<file path="src/design/hvd_pkg.sv">
// shared types and constants of the hblank vram dma engine
// no dependencies; used by every other file but the channel interfaces and the port checker
`timescale 1ns / 1ps

package hvd_pkg;

  localparam int unsigned VRAM_END_DEF    = 40960;
  localparam int unsigned BLOCK_BYTES_DEF = 16;
  localparam int unsigned QUEUE_DEPTH     = 4;

  localparam logic [1:0] OP_START  = 2'd0;
  localparam logic [1:0] OP_HBLANK = 2'd1;
  localparam logic [1:0] OP_TICK   = 2'd2;

  localparam logic [7:0] STATUS_DONE  = 8'hFF;
  localparam logic [2:0] VRAM_BASE_HI = 3'b100;

  typedef enum logic [1:0] {
    CMD_START,
    CMD_HBLANK,
    CMD_TICK
  } cmd_kind_e;

  typedef struct packed {
    cmd_kind_e   kind;
    logic [7:0]  control_byte;
    logic [15:0] source_address;
    logic [12:0] dest_offset;
    logic        double_speed;
  } cmd_t;

  typedef struct packed {
    logic push;
    cmd_t cmd;
  } push_t;

  typedef struct packed {
    logic valid;
    cmd_t cmd;
  } head_t;

endpackage

</file>
<file path="src/design/hvd_in_if.sv">
// input channel of the dma engine: valid/ready plus one input word
// no dependencies
`timescale 1ns / 1ps

interface hvd_in_if;
  logic        valid;
  logic        ready;
  logic [1:0]  op;
  logic [7:0]  control_byte;
  logic [15:0] source_address;
  logic [12:0] dest_offset;
  logic        double_speed;

  modport source (output valid, op, control_byte, source_address, dest_offset,
                  double_speed, input ready);
  modport sink (input valid, op, control_byte, source_address, dest_offset,
                double_speed, output ready);
endinterface

</file>
<file path="src/design/hvd_out_if.sv">
// output channel of the dma engine: valid/ready plus one result word
// no dependencies
`timescale 1ns / 1ps

interface hvd_out_if;
  logic        valid;
  logic        ready;
  logic        copy_valid;
  logic [15:0] copy_source;
  logic [15:0] copy_dest;
  logic        status_write;
  logic [7:0]  status_value;
  logic        last;

  modport source (output valid, copy_valid, copy_source, copy_dest, status_write,
                  status_value, last, input ready);
  modport sink (input valid, copy_valid, copy_source, copy_dest, status_write,
                status_value, last, output ready);
endinterface

</file>
<file path="src/design/hvd_front.sv">
// front end: takes input words and decodes them into queued commands
// depends on hvd_pkg and hvd_in_if
`timescale 1ns / 1ps

module hvd_front (
  hvd_in_if.sink        in_i,
  input  logic          q_full_i,
  output hvd_pkg::push_t push_o
);

  logic            take;
  logic            known;
  hvd_pkg::cmd_kind_e kind;

  assign in_i.ready = !q_full_i;
  assign take       = in_i.valid && !q_full_i;

  always_comb begin
    known = 1'b1;
    kind  = hvd_pkg::CMD_TICK;
    unique case (in_i.op)
      hvd_pkg::OP_START:  kind = hvd_pkg::CMD_START;
      hvd_pkg::OP_HBLANK: kind = hvd_pkg::CMD_HBLANK;
      hvd_pkg::OP_TICK:   kind = hvd_pkg::CMD_TICK;
      // unused opcode is swallowed here
      default:            known = 1'b0;
    endcase
  end

  always_comb begin
    push_o.push               = take && known;
    push_o.cmd.kind           = kind;
    push_o.cmd.control_byte   = in_i.control_byte;
    push_o.cmd.source_address = in_i.source_address;
    push_o.cmd.dest_offset    = in_i.dest_offset;
    push_o.cmd.double_speed   = in_i.double_speed;
  end

endmodule

</file>
<file path="src/design/hvd_queue.sv">
// short command queue between the front end and the sequencer
// depends on hvd_pkg
`timescale 1ns / 1ps

module hvd_queue (
  input  logic           clk_i,
  input  logic           rst_ni,
  input  hvd_pkg::push_t push_i,
  input  logic           pop_i,
  output logic           full_o,
  output hvd_pkg::head_t head_o
);

  localparam int unsigned PtrW = $clog2(hvd_pkg::QUEUE_DEPTH);
  localparam int unsigned CntW = $clog2(hvd_pkg::QUEUE_DEPTH + 1);
  localparam logic [PtrW-1:0] LastPtr = PtrW'(hvd_pkg::QUEUE_DEPTH - 1);
  localparam logic [CntW-1:0] FullCnt = CntW'(hvd_pkg::QUEUE_DEPTH);

  hvd_pkg::cmd_t   mem_q [hvd_pkg::QUEUE_DEPTH];
  logic [PtrW-1:0] wr_ptr_q, wr_ptr_d;
  logic [PtrW-1:0] rd_ptr_q, rd_ptr_d;
  logic [CntW-1:0] count_q, count_d;
  logic            do_push, do_pop;

  assign full_o       = (count_q == FullCnt);
  assign head_o.valid = (count_q != '0);
  assign head_o.cmd   = mem_q[rd_ptr_q];

  assign do_push = push_i.push && !full_o;
  assign do_pop  = pop_i && head_o.valid;

  always_comb begin
    wr_ptr_d = wr_ptr_q;
    rd_ptr_d = rd_ptr_q;
    count_d  = count_q;
    if (do_push) begin
      wr_ptr_d = (wr_ptr_q == LastPtr) ? '0 : wr_ptr_q + 1'b1;
    end
    if (do_pop) begin
      rd_ptr_d = (rd_ptr_q == LastPtr) ? '0 : rd_ptr_q + 1'b1;
    end
    if (do_push && !do_pop) begin
      count_d = count_q + 1'b1;
    end else if (do_pop && !do_push) begin
      count_d = count_q - 1'b1;
    end
  end

  always_ff @(posedge clk_i or negedge rst_ni) begin
    if (!rst_ni) begin
      wr_ptr_q <= '0;
      rd_ptr_q <= '0;
      count_q  <= '0;
    end else begin
      wr_ptr_q <= wr_ptr_d;
      rd_ptr_q <= rd_ptr_d;
      count_q  <= count_d;
    end
  end

  always_ff @(posedge clk_i) begin
    if (do_push) begin
      mem_q[wr_ptr_q] <= push_i.cmd;
    end
  end

endmodule

</file>
<file path="src/design/hvd_back.sv">
// sequencer: holds the transfer state, runs the copy slots of each tick and
// drives the registered output word; depends on hvd_pkg and hvd_out_if
`timescale 1ns / 1ps

module hvd_back #(
  parameter int unsigned VRAM_END    = hvd_pkg::VRAM_END_DEF,
  parameter int unsigned BLOCK_BYTES = hvd_pkg::BLOCK_BYTES_DEF
) (
  input  logic           clk_i,
  input  logic           rst_ni,
  input  hvd_pkg::head_t head_i,
  output logic           pop_o,
  hvd_out_if.source      out_o
);

  localparam int unsigned BlW  = $clog2(128 * BLOCK_BYTES + 1);
  localparam int unsigned BbW  = $clog2(BLOCK_BYTES + 1);
  localparam logic [BbW-1:0] BlockLoad = BbW'(BLOCK_BYTES);
  localparam logic [16:0]    VramLimit = 17'(VRAM_END);
  localparam logic [16:0]    VramBase  = 17'h08000;

  logic           active_q, active_d;
  logic           hmode_q, hmode_d;
  logic [BlW-1:0] bytes_q, bytes_d;
  logic [BbW-1:0] blk_q, blk_d;
  logic [15:0]    src_q, src_d;
  logic [12:0]    dst_q, dst_d;
  logic [7:0]     status_q, status_d;
  logic           second_q, second_d;
  logic           oval_q, oval_d;

  // result word staged into the output register
  logic        load;
  logic        r_copy, r_sw, r_last;
  logic [15:0] r_src, r_dst;
  logic [7:0]  r_sv;

  logic           out_free;
  logic [13:0]    next_off;
  logic [BlW-1:0] bytes_dec;
  logic [BbW-1:0] blk_dec;
  logic           stop;
  hvd_pkg::cmd_t  cmd;

  assign cmd      = head_i.cmd;
  assign out_free = !oval_q || out_o.ready;

  always_comb begin
    active_d = active_q;
    hmode_d  = hmode_q;
    bytes_d  = bytes_q;
    blk_d    = blk_q;
    src_d    = src_q;
    dst_d    = dst_q;
    status_d = status_q;
    second_d = second_q;
    pop_o    = 1'b0;
    load     = 1'b0;
    r_copy   = 1'b0;
    r_src    = '0;
    r_dst    = '0;
    r_sw     = 1'b0;
    r_sv     = '0;
    r_last   = 1'b0;
    stop     = 1'b0;

    next_off  = {1'b0, dst_q} + 14'd1;
    bytes_dec = (bytes_q != '0) ? bytes_q - 1'b1 : bytes_q;
    blk_dec   = (hmode_q && blk_q != '0) ? blk_q - 1'b1 : blk_q;

    if (head_i.valid) begin
      case (cmd.kind)
        hvd_pkg::CMD_START: begin
          if (out_free) begin
            pop_o    = 1'b1;
            bytes_d  = (BlW'({1'b0, cmd.control_byte[6:0]}) + 1'b1) * BlW'(BLOCK_BYTES);
            hmode_d  = cmd.control_byte[7];
            src_d    = cmd.source_address;
            dst_d    = cmd.dest_offset;
            blk_d    = cmd.control_byte[7] ? BlockLoad : '0;
            active_d = !cmd.control_byte[7];
            status_d = {1'b0, cmd.control_byte[6:0]};
            load     = 1'b1;
            r_sw     = 1'b1;
            r_sv     = {1'b0, cmd.control_byte[6:0]};
            r_last   = 1'b1;
          end
        end
        hvd_pkg::CMD_HBLANK: begin
          pop_o = 1'b1;
          if (hmode_q && !active_q && bytes_q != '0) begin
            active_d = 1'b1;
          end
        end
        default: begin
          if (!active_q) begin
            // tick with nothing to move
            pop_o    = 1'b1;
            second_d = 1'b0;
          end else if (out_free) begin
            load    = 1'b1;
            r_copy  = 1'b1;
            r_src   = src_q;
            r_dst   = {hvd_pkg::VRAM_BASE_HI, dst_q};
            src_d   = src_q + 16'd1;
            dst_d   = next_off[12:0];
            bytes_d = bytes_dec;
            blk_d   = blk_dec;
            if (bytes_dec == '0) begin
              active_d = 1'b0;
              hmode_d  = 1'b0;
              blk_d    = '0;
              status_d = hvd_pkg::STATUS_DONE;
              stop     = 1'b1;
            end else if (hmode_q && blk_dec == '0) begin
              // end of an hblank block: pause until the next hblank
              active_d = 1'b0;
              blk_d    = BlockLoad;
              status_d = {1'b0, status_q[6:0]} - 8'd1;
              stop     = 1'b1;
            end else if (VramBase + {3'b000, next_off} >= VramLimit) begin
              active_d = 1'b0;
              hmode_d  = 1'b0;
              blk_d    = '0;
              status_d = hvd_pkg::STATUS_DONE;
              stop     = 1'b1;
            end
            r_sw = stop;
            r_sv = stop ? status_d : 8'd0;
            if (stop || cmd.double_speed || second_q) begin
              pop_o    = 1'b1;
              r_last   = 1'b1;
              second_d = 1'b0;
            end else begin
              second_d = 1'b1;
            end
          end
        end
      endcase
    end

    if (load) begin
      oval_d = 1'b1;
    end else if (out_o.ready) begin
      oval_d = 1'b0;
    end else begin
      oval_d = oval_q;
    end
  end

  always_ff @(posedge clk_i or negedge rst_ni) begin
    if (!rst_ni) begin
      active_q <= 1'b0;
      hmode_q  <= 1'b0;
      bytes_q  <= '0;
      blk_q    <= '0;
      src_q    <= '0;
      dst_q    <= '0;
      status_q <= hvd_pkg::STATUS_DONE;
      second_q <= 1'b0;
      oval_q   <= 1'b0;
    end else begin
      active_q <= active_d;
      hmode_q  <= hmode_d;
      bytes_q  <= bytes_d;
      blk_q    <= blk_d;
      src_q    <= src_d;
      dst_q    <= dst_d;
      status_q <= status_d;
      second_q <= second_d;
      oval_q   <= oval_d;
    end
  end

  always_ff @(posedge clk_i) begin
    if (load) begin
      out_o.copy_valid   <= r_copy;
      out_o.copy_source  <= r_src;
      out_o.copy_dest    <= r_dst;
      out_o.status_write <= r_sw;
      out_o.status_value <= r_sv;
      out_o.last         <= r_last;
    end
  end

  assign out_o.valid = oval_q;

endmodule

</file>
<file path="src/design/hblank_vram_dma_engine.sv">
// an accepted word is queued first; its result word then goes into the output register
// throughput: one input word per cycle; a tick that copies two bytes holds the sequencer
// for two result words, the output register taking one per cycle while ready is high
// the four-entry command queue absorbs that, so input stalls only when it fills
// reset: asynchronous, active low; idle, status 0xff, queue empty, no output word
`timescale 1ns / 1ps

module hblank_vram_dma_engine #(
  parameter int unsigned VRAM_END    = hvd_pkg::VRAM_END_DEF,
  parameter int unsigned BLOCK_BYTES = hvd_pkg::BLOCK_BYTES_DEF
) (
  input  logic      clk_i,
  input  logic      rst_ni,
  hvd_in_if.sink    in_i,
  hvd_out_if.source out_o
);

  hvd_pkg::push_t push;
  hvd_pkg::head_t head;
  logic           q_full;
  logic           pop;

  hvd_front u_front (
    .in_i     (in_i),
    .q_full_i (q_full),
    .push_o   (push)
  );

  hvd_queue u_queue (
    .clk_i  (clk_i),
    .rst_ni (rst_ni),
    .push_i (push),
    .pop_i  (pop),
    .full_o (q_full),
    .head_o (head)
  );

  hvd_back #(
    .VRAM_END    (VRAM_END),
    .BLOCK_BYTES (BLOCK_BYTES)
  ) u_back (
    .clk_i  (clk_i),
    .rst_ni (rst_ni),
    .head_i (head),
    .pop_o  (pop),
    .out_o  (out_o)
  );

endmodule

</file>
<file path="src/flat_wrapper.sv">
// flat-port wrapper written by rule: the top's interface ports become plain ports
module hblank_vram_dma_engine_flat 
#(
  parameter int unsigned VRAM_END    = hvd_pkg::VRAM_END_DEF,
  parameter int unsigned BLOCK_BYTES = hvd_pkg::BLOCK_BYTES_DEF
)
  (clk_i, rst_ni, in_i_valid, in_i_op, in_i_control_byte, in_i_source_address, in_i_dest_offset, in_i_double_speed, in_i_ready, out_o_valid, out_o_copy_valid, out_o_copy_source, out_o_copy_dest, out_o_status_write, out_o_status_value, out_o_last, out_o_ready);
  hvd_in_if in_i_i ();
  hvd_out_if out_o_i ();
  input  logic clk_i;
  input  logic rst_ni;
  input wire logic [$bits(in_i_i.valid)-1:0] in_i_valid;
  input wire logic [$bits(in_i_i.op)-1:0] in_i_op;
  input wire logic [$bits(in_i_i.control_byte)-1:0] in_i_control_byte;
  input wire logic [$bits(in_i_i.source_address)-1:0] in_i_source_address;
  input wire logic [$bits(in_i_i.dest_offset)-1:0] in_i_dest_offset;
  input wire logic [$bits(in_i_i.double_speed)-1:0] in_i_double_speed;
  output wire logic [$bits(in_i_i.ready)-1:0] in_i_ready;
  output wire logic [$bits(out_o_i.valid)-1:0] out_o_valid;
  output wire logic [$bits(out_o_i.copy_valid)-1:0] out_o_copy_valid;
  output wire logic [$bits(out_o_i.copy_source)-1:0] out_o_copy_source;
  output wire logic [$bits(out_o_i.copy_dest)-1:0] out_o_copy_dest;
  output wire logic [$bits(out_o_i.status_write)-1:0] out_o_status_write;
  output wire logic [$bits(out_o_i.status_value)-1:0] out_o_status_value;
  output wire logic [$bits(out_o_i.last)-1:0] out_o_last;
  input wire logic [$bits(out_o_i.ready)-1:0] out_o_ready;
  assign in_i_i.valid = in_i_valid;
  assign in_i_i.op = in_i_op;
  assign in_i_i.control_byte = in_i_control_byte;
  assign in_i_i.source_address = in_i_source_address;
  assign in_i_i.dest_offset = in_i_dest_offset;
  assign in_i_i.double_speed = in_i_double_speed;
  assign in_i_ready = in_i_i.ready;
  assign out_o_valid = out_o_i.valid;
  assign out_o_copy_valid = out_o_i.copy_valid;
  assign out_o_copy_source = out_o_i.copy_source;
  assign out_o_copy_dest = out_o_i.copy_dest;
  assign out_o_status_write = out_o_i.status_write;
  assign out_o_status_value = out_o_i.status_value;
  assign out_o_last = out_o_i.last;
  assign out_o_i.ready = out_o_ready;
  hblank_vram_dma_engine #(.VRAM_END(VRAM_END), .BLOCK_BYTES(BLOCK_BYTES)) u_core (.clk_i(clk_i), .rst_ni(rst_ni), .in_i(in_i_i), .out_o(out_o_i));
endmodule
</file>
<file path="config.mk">
export PLATFORM = sky130hd
export DESIGN_NAME = hblank_vram_dma_engine_flat
export DESIGN_NICKNAME = d
export VERILOG_FILES = /design/src/design/hvd_pkg.sv /design/src/design/hvd_in_if.sv /design/src/design/hvd_out_if.sv /design/src/design/hvd_front.sv /design/src/design/hvd_queue.sv /design/src/design/hvd_back.sv /design/src/design/hblank_vram_dma_engine.sv /design/src/flat_wrapper.sv
export SDC_FILE = /design/constraint.sdc
export NUM_CORES = 1
export LEC_CHECK = 0
export ABC_AREA = 1
export BUFFER_PORTS_ARGS = -buffer_cell sky130_fd_sc_hd__buf_4
export CORE_UTILIZATION = 56
export CTS_BUF_LIST = sky130_fd_sc_hd__clkbuf_8
export DETAILED_ROUTE_END_ITERATION = 6
export PLACE_DENSITY = 0.87
export SLEW_MARGIN = 25
export SYNTH_ARGS = -nofsm -noshare
export SYNTH_HDL_FRONTEND = slang
export SYNTH_SLANG_ARGS = --single-unit
</file>
<file path="constraint.sdc">
create_clock -name clk_i -period 3.2 [get_ports clk_i]
set_input_delay 0.64 -clock clk_i [delete_from_list [all_inputs] [get_ports clk_i]]
set_output_delay 0.64 -clock clk_i [all_outputs]
set_load 0.03 [all_outputs]
</file>
==> run_results.csv <==
group,metric,value,unit
yosys,synth_area,12100,sq um
drt,drt_wl_total,27.2,mm
timing,slew_headroom,0.429,
yosys,yosysWarnings,0,
critical_path,worst-path-buf-inv,2,
clock_tree,cts_root_buffer,"clkbuf_8",
clock_tree,h-tree-depth,2,
hold_path,min_path_type,"input port to asynchronous set/reset pin",
critical_path,slowest_stage,"fa_2",
placement,dp_hpwl,17.5,mm
yosys,syn_inst,1166,
yosys,synthFlopType,"edfxtp_1",
drt,wire_per_inst,17.3,um
clock_tree,numCtsBuffers,43,
floorplan,start_util,0.574,
drt,drt_iter0_markers,852,
floorplan,die_x,149,um
layout,nets,1326,
global_routing,grt_pass1_vias,8623,
placement,place_congestion,0.910,
global_routing,grt-ovfl-total,0,
yosys,ys_types,54,
drt,drc_errors,0,
timing,fin_crit_sh,0.935,
critical_path,arrival,3.43,ns
layout,antenna_cells,0,
layout,drive_gt1_frac,0.179,
yosys,synth_edf_count,201,
yosys,synth_seq_area_share,0.634,
timing,fmax,334,MHz
critical_path,critical_path_class,"register to register",
placement,port_buffers,86,
floorplan,dieArea,22200,sq um
timing,setup_violations,0,
layout,most-common-layout-cells,"edfxtp_1, nand2_1, nor2_1",
timing,period_needed,2.99,ns
clock_tree,cts_buffer_depth,3,
timing,hold_viol,0,
clock_tree,clk_pin_slew_worst_paths,0.06,ns
floorplan,fp-row-count,53,
layout,final_cells,1576,
timing,fin_skew,0.0346,ns
global_routing,grt_max_degree,66,
critical_path,worst_path_most_repeated_cell,"nand2_1",
clock_tree,cts_sinks,266,
critical_path,crit_chain,"inv_2 > ha_2 > nand2_1 > nor2_4 > nand3_4 > nand3_1 > nand2_1 > nor2_2 > nand3_4 > nand3_2 > nand2_1 > nand2_2 > nand2_2 > ha_1 > inv_1 > fa_2 > mux2_2",
layout,seqCellArea,7670,sq um
critical_path,cp.required,3.64,ns
floorplan,die_h,149,um
clock_tree,clkLatencyLatePin,0.58,ns
floorplan,coreArea,21100,sq um
power_and_ir_drop,p_per_area,1110,nW/um^2
timing,worst_pin_slew,0.856,ns
critical_path,critPathMaxStageDelay,0.44,ns
yosys,syn_area_per_cell,10.4,sq um
flow_run,drv_cap,0,
drt,drtAntennaViolNets,0,
status,status,"complete, no violations",
layout,syn2layout_area_growth,15.4,%
power_and_ir_drop,p_total,15.5,mW
floorplan,pin_count,89,
critical_path,cp_max_fo,6,
placement,dp.cells,1493,
yosys,async_flop_share,0.244,
clock_tree,cts_hold_buf,0,
yosys,ys_ff_latch,266,
drt,vias,8979,
layout,multiInputGateArea,3830,sq um
critical_path,cp_top_family,"simple AND/OR/NAND/NOR gates",
layout,final_common_cell,"edfxtp_1",
clock_tree,cts_tree,"yes",
global_routing,antenna_found_initial,0,
power_and_ir_drop,p_leak,5.76,nW
timing,slew_violations,0,
critical_path,crit_path_start_kind,"register",
layout,fillers,1557,
power_and_ir_drop,peakVddDrop,0.000588,V
drt,drt-vias-per-instance,5.70,
global_routing,grt_usage,0.254,
critical_path,worst_setup_path_end_kind,"register",
drt,drtPass1Iterations,6,
global_routing,grt_pass1_wl,43.5,mm
path summary, 6_finish.rpt:
| path | from | endpoint | slack [ns] | cells past startpoint |
|---|---|---|---|---|
| worst max register to register | u_core.u_back.bytes_q[0] | u_core.u_queue.count_q[1] | 0.21 | 17 |
| min in group clk_i | in_i_dest_offset[1] | u_core.u_queue.mem_q[1][2] | 0.27 | 1 |
| worst max-delay path | u_core.u_back.bytes_q[0] | u_core.u_queue.count_q[1] | 0.21 | 17 |
| worst min register to register | u_core.u_back.status_q[7] | u_core.u_back.status_q[7] | 0.48 | 2 |
| worst min-delay path | rst_ni | u_core.u_queue.wr_ptr_q[1] | 0.17 | 1 |
| max in group asynchronous | rst_ni | u_core.u_queue.rd_ptr_q[0] | 2.42 | 1 |
registers in the layout, summed over array words and instances, names as in the netlist, 2 cells and up:
register	flops
u_core.u_queue.mem_q	160
u_core.u_back.out_o.copy_source	16
u_core.u_back.src_q	16
u_core.u_back.out_o.copy_dest	14
u_core.u_back.dst_q	13
u_core.u_back.bytes_q	12
u_core.u_back.out_o.status_value	8
u_core.u_back.status_q	8
u_core.u_back.blk_q	5
u_core.u_queue.count_q	3
u_core.u_queue.rd_ptr_q	2
u_core.u_queue.wr_ptr_q	2
cell usage after synthesis, types with 4 or more instances:
cell type | count | share of area
clkbuf_1 | 18 | 0.0056
xnor2_1 | 5 | 0.0036
o221ai_1 | 4 | 0.0029
buf_4 | 5 | 0.0031
nand3_2 | 4 | 0.0033
ha_1 | 13 | 0.013
nand2_2 | 7 | 0.0036
xor2_1 | 16 | 0.012
buf_2 | 20 | 0.0083
a31oi_1 | 12 | 0.0062
nor3_1 | 8 | 0.0033
buf_1 | 7 | 0.0022
a21oi_1 | 44 | 0.018
o22ai_1 | 23 | 0.012
inv_2 | 9 | 0.0028
o211ai_1 | 6 | 0.0037
nor2_1 | 158 | 0.049
nand3_1 | 59 | 0.024
inv_1 | 95 | 0.029
nand4_1 | 6 | 0.0031
nor2_2 | 8 | 0.0041
a22oi_1 | 16 | 0.0099
buf_6 | 4 | 0.0037
o21ai_1 | 9 | 0.0037
dfrtp_1 | 57 | 0.12
o21ai_0 | 112 | 0.046
dfstp_2 | 8 | 0.017
nand2_1 | 196 | 0.061
edfxtp_1 | 201 | 0.50
o31ai_1 | 4 | 0.0025
worst reg2reg max path, cell delays in order (launching register included):
cell	delay, ns
dfrtp_1	0.40
inv_2	0.11
ha_2	0.21
nand2_1	0.09
nor2_4	0.12
nand3_4	0.11
nand3_1	0.12
nand2_1	0.07
nor2_2	0.15
nand3_4	0.13
nand3_2	0.11
nand2_1	0.07
nand2_2	0.09
nand2_2	0.07
ha_1	0.18
inv_1	0.11
fa_2	0.44
mux2_2	0.26
per-stage QoR:
stage,hold slack [ns],TNS [ns],utilization,setup slack [ns],area [sq um]
3_5_place_dp,0.470,0,0.619,0.111,13100
6_report,0.172,0,0.663,0.210,14000
4_1_cts,0.204,0,0.659,0.0733,13900
2_1_floorplan,0.344,-15.59,-,-0.0974,12100
3_3_place_gp,0.461,0,0.619,0.206,13100
5_1_grt,0.229,-0.00501,0.663,-0.00501,14000
final cells by class:
class | count | share of cell area
well taps | 275 | 0.0246
repair buffers | 111 | 0.0641
clock buffers | 46 | 0.0453
multi-input cells | 741 | 0.274
clock inverters | 32 | 0.0147
flip-flops and latches | 266 | 0.549
inverters | 105 | 0.0283
cell families (layout without fill, tap and decap cells):
kind of cell,Yosys count,after routing,synth area share
AND/OR/NAND/NOR,461,461,0.165
buffers and inverters,160,294,0.0558
other,1,2,0.000310
adder cells (fa/ha/maj),14,14,0.0151
AO/OA/AOI/OAI,242,242,0.114
XOR/XNOR,21,21,0.0152
flip-flops,266,266,0.634
multiplexers,1,1,0.000930
power breakdown:
| part | switching (mW) | leakage, nW | internal (mW) |
|---|---|---|---|
| clock | 1.35 | 0.486 | 1.51 |
| sequential | 0.520 | 2.62 | 4.98 |
| combinational | 4.92 | 2.65 | 2.23 |
| total | 6.80 | 5.76 | 8.72 |
timing repair:
action	in CTS	in global routing
hold endpoints to repair	0	0
endpoints found under the setup margin	0	2
resized for setup	0	14
setup buffers	0	5
routing by layer:
metal,track usage,part of all wire,vias up
li1,-,-,4239
met1,0.351,0.43,4237
met2,0.400,0.46,436
met3,0.0489,0.083,67
met4,0.0974,0.028,0
met5,0,0,-
Note: power is estimated with default switching activity, not from simulation.
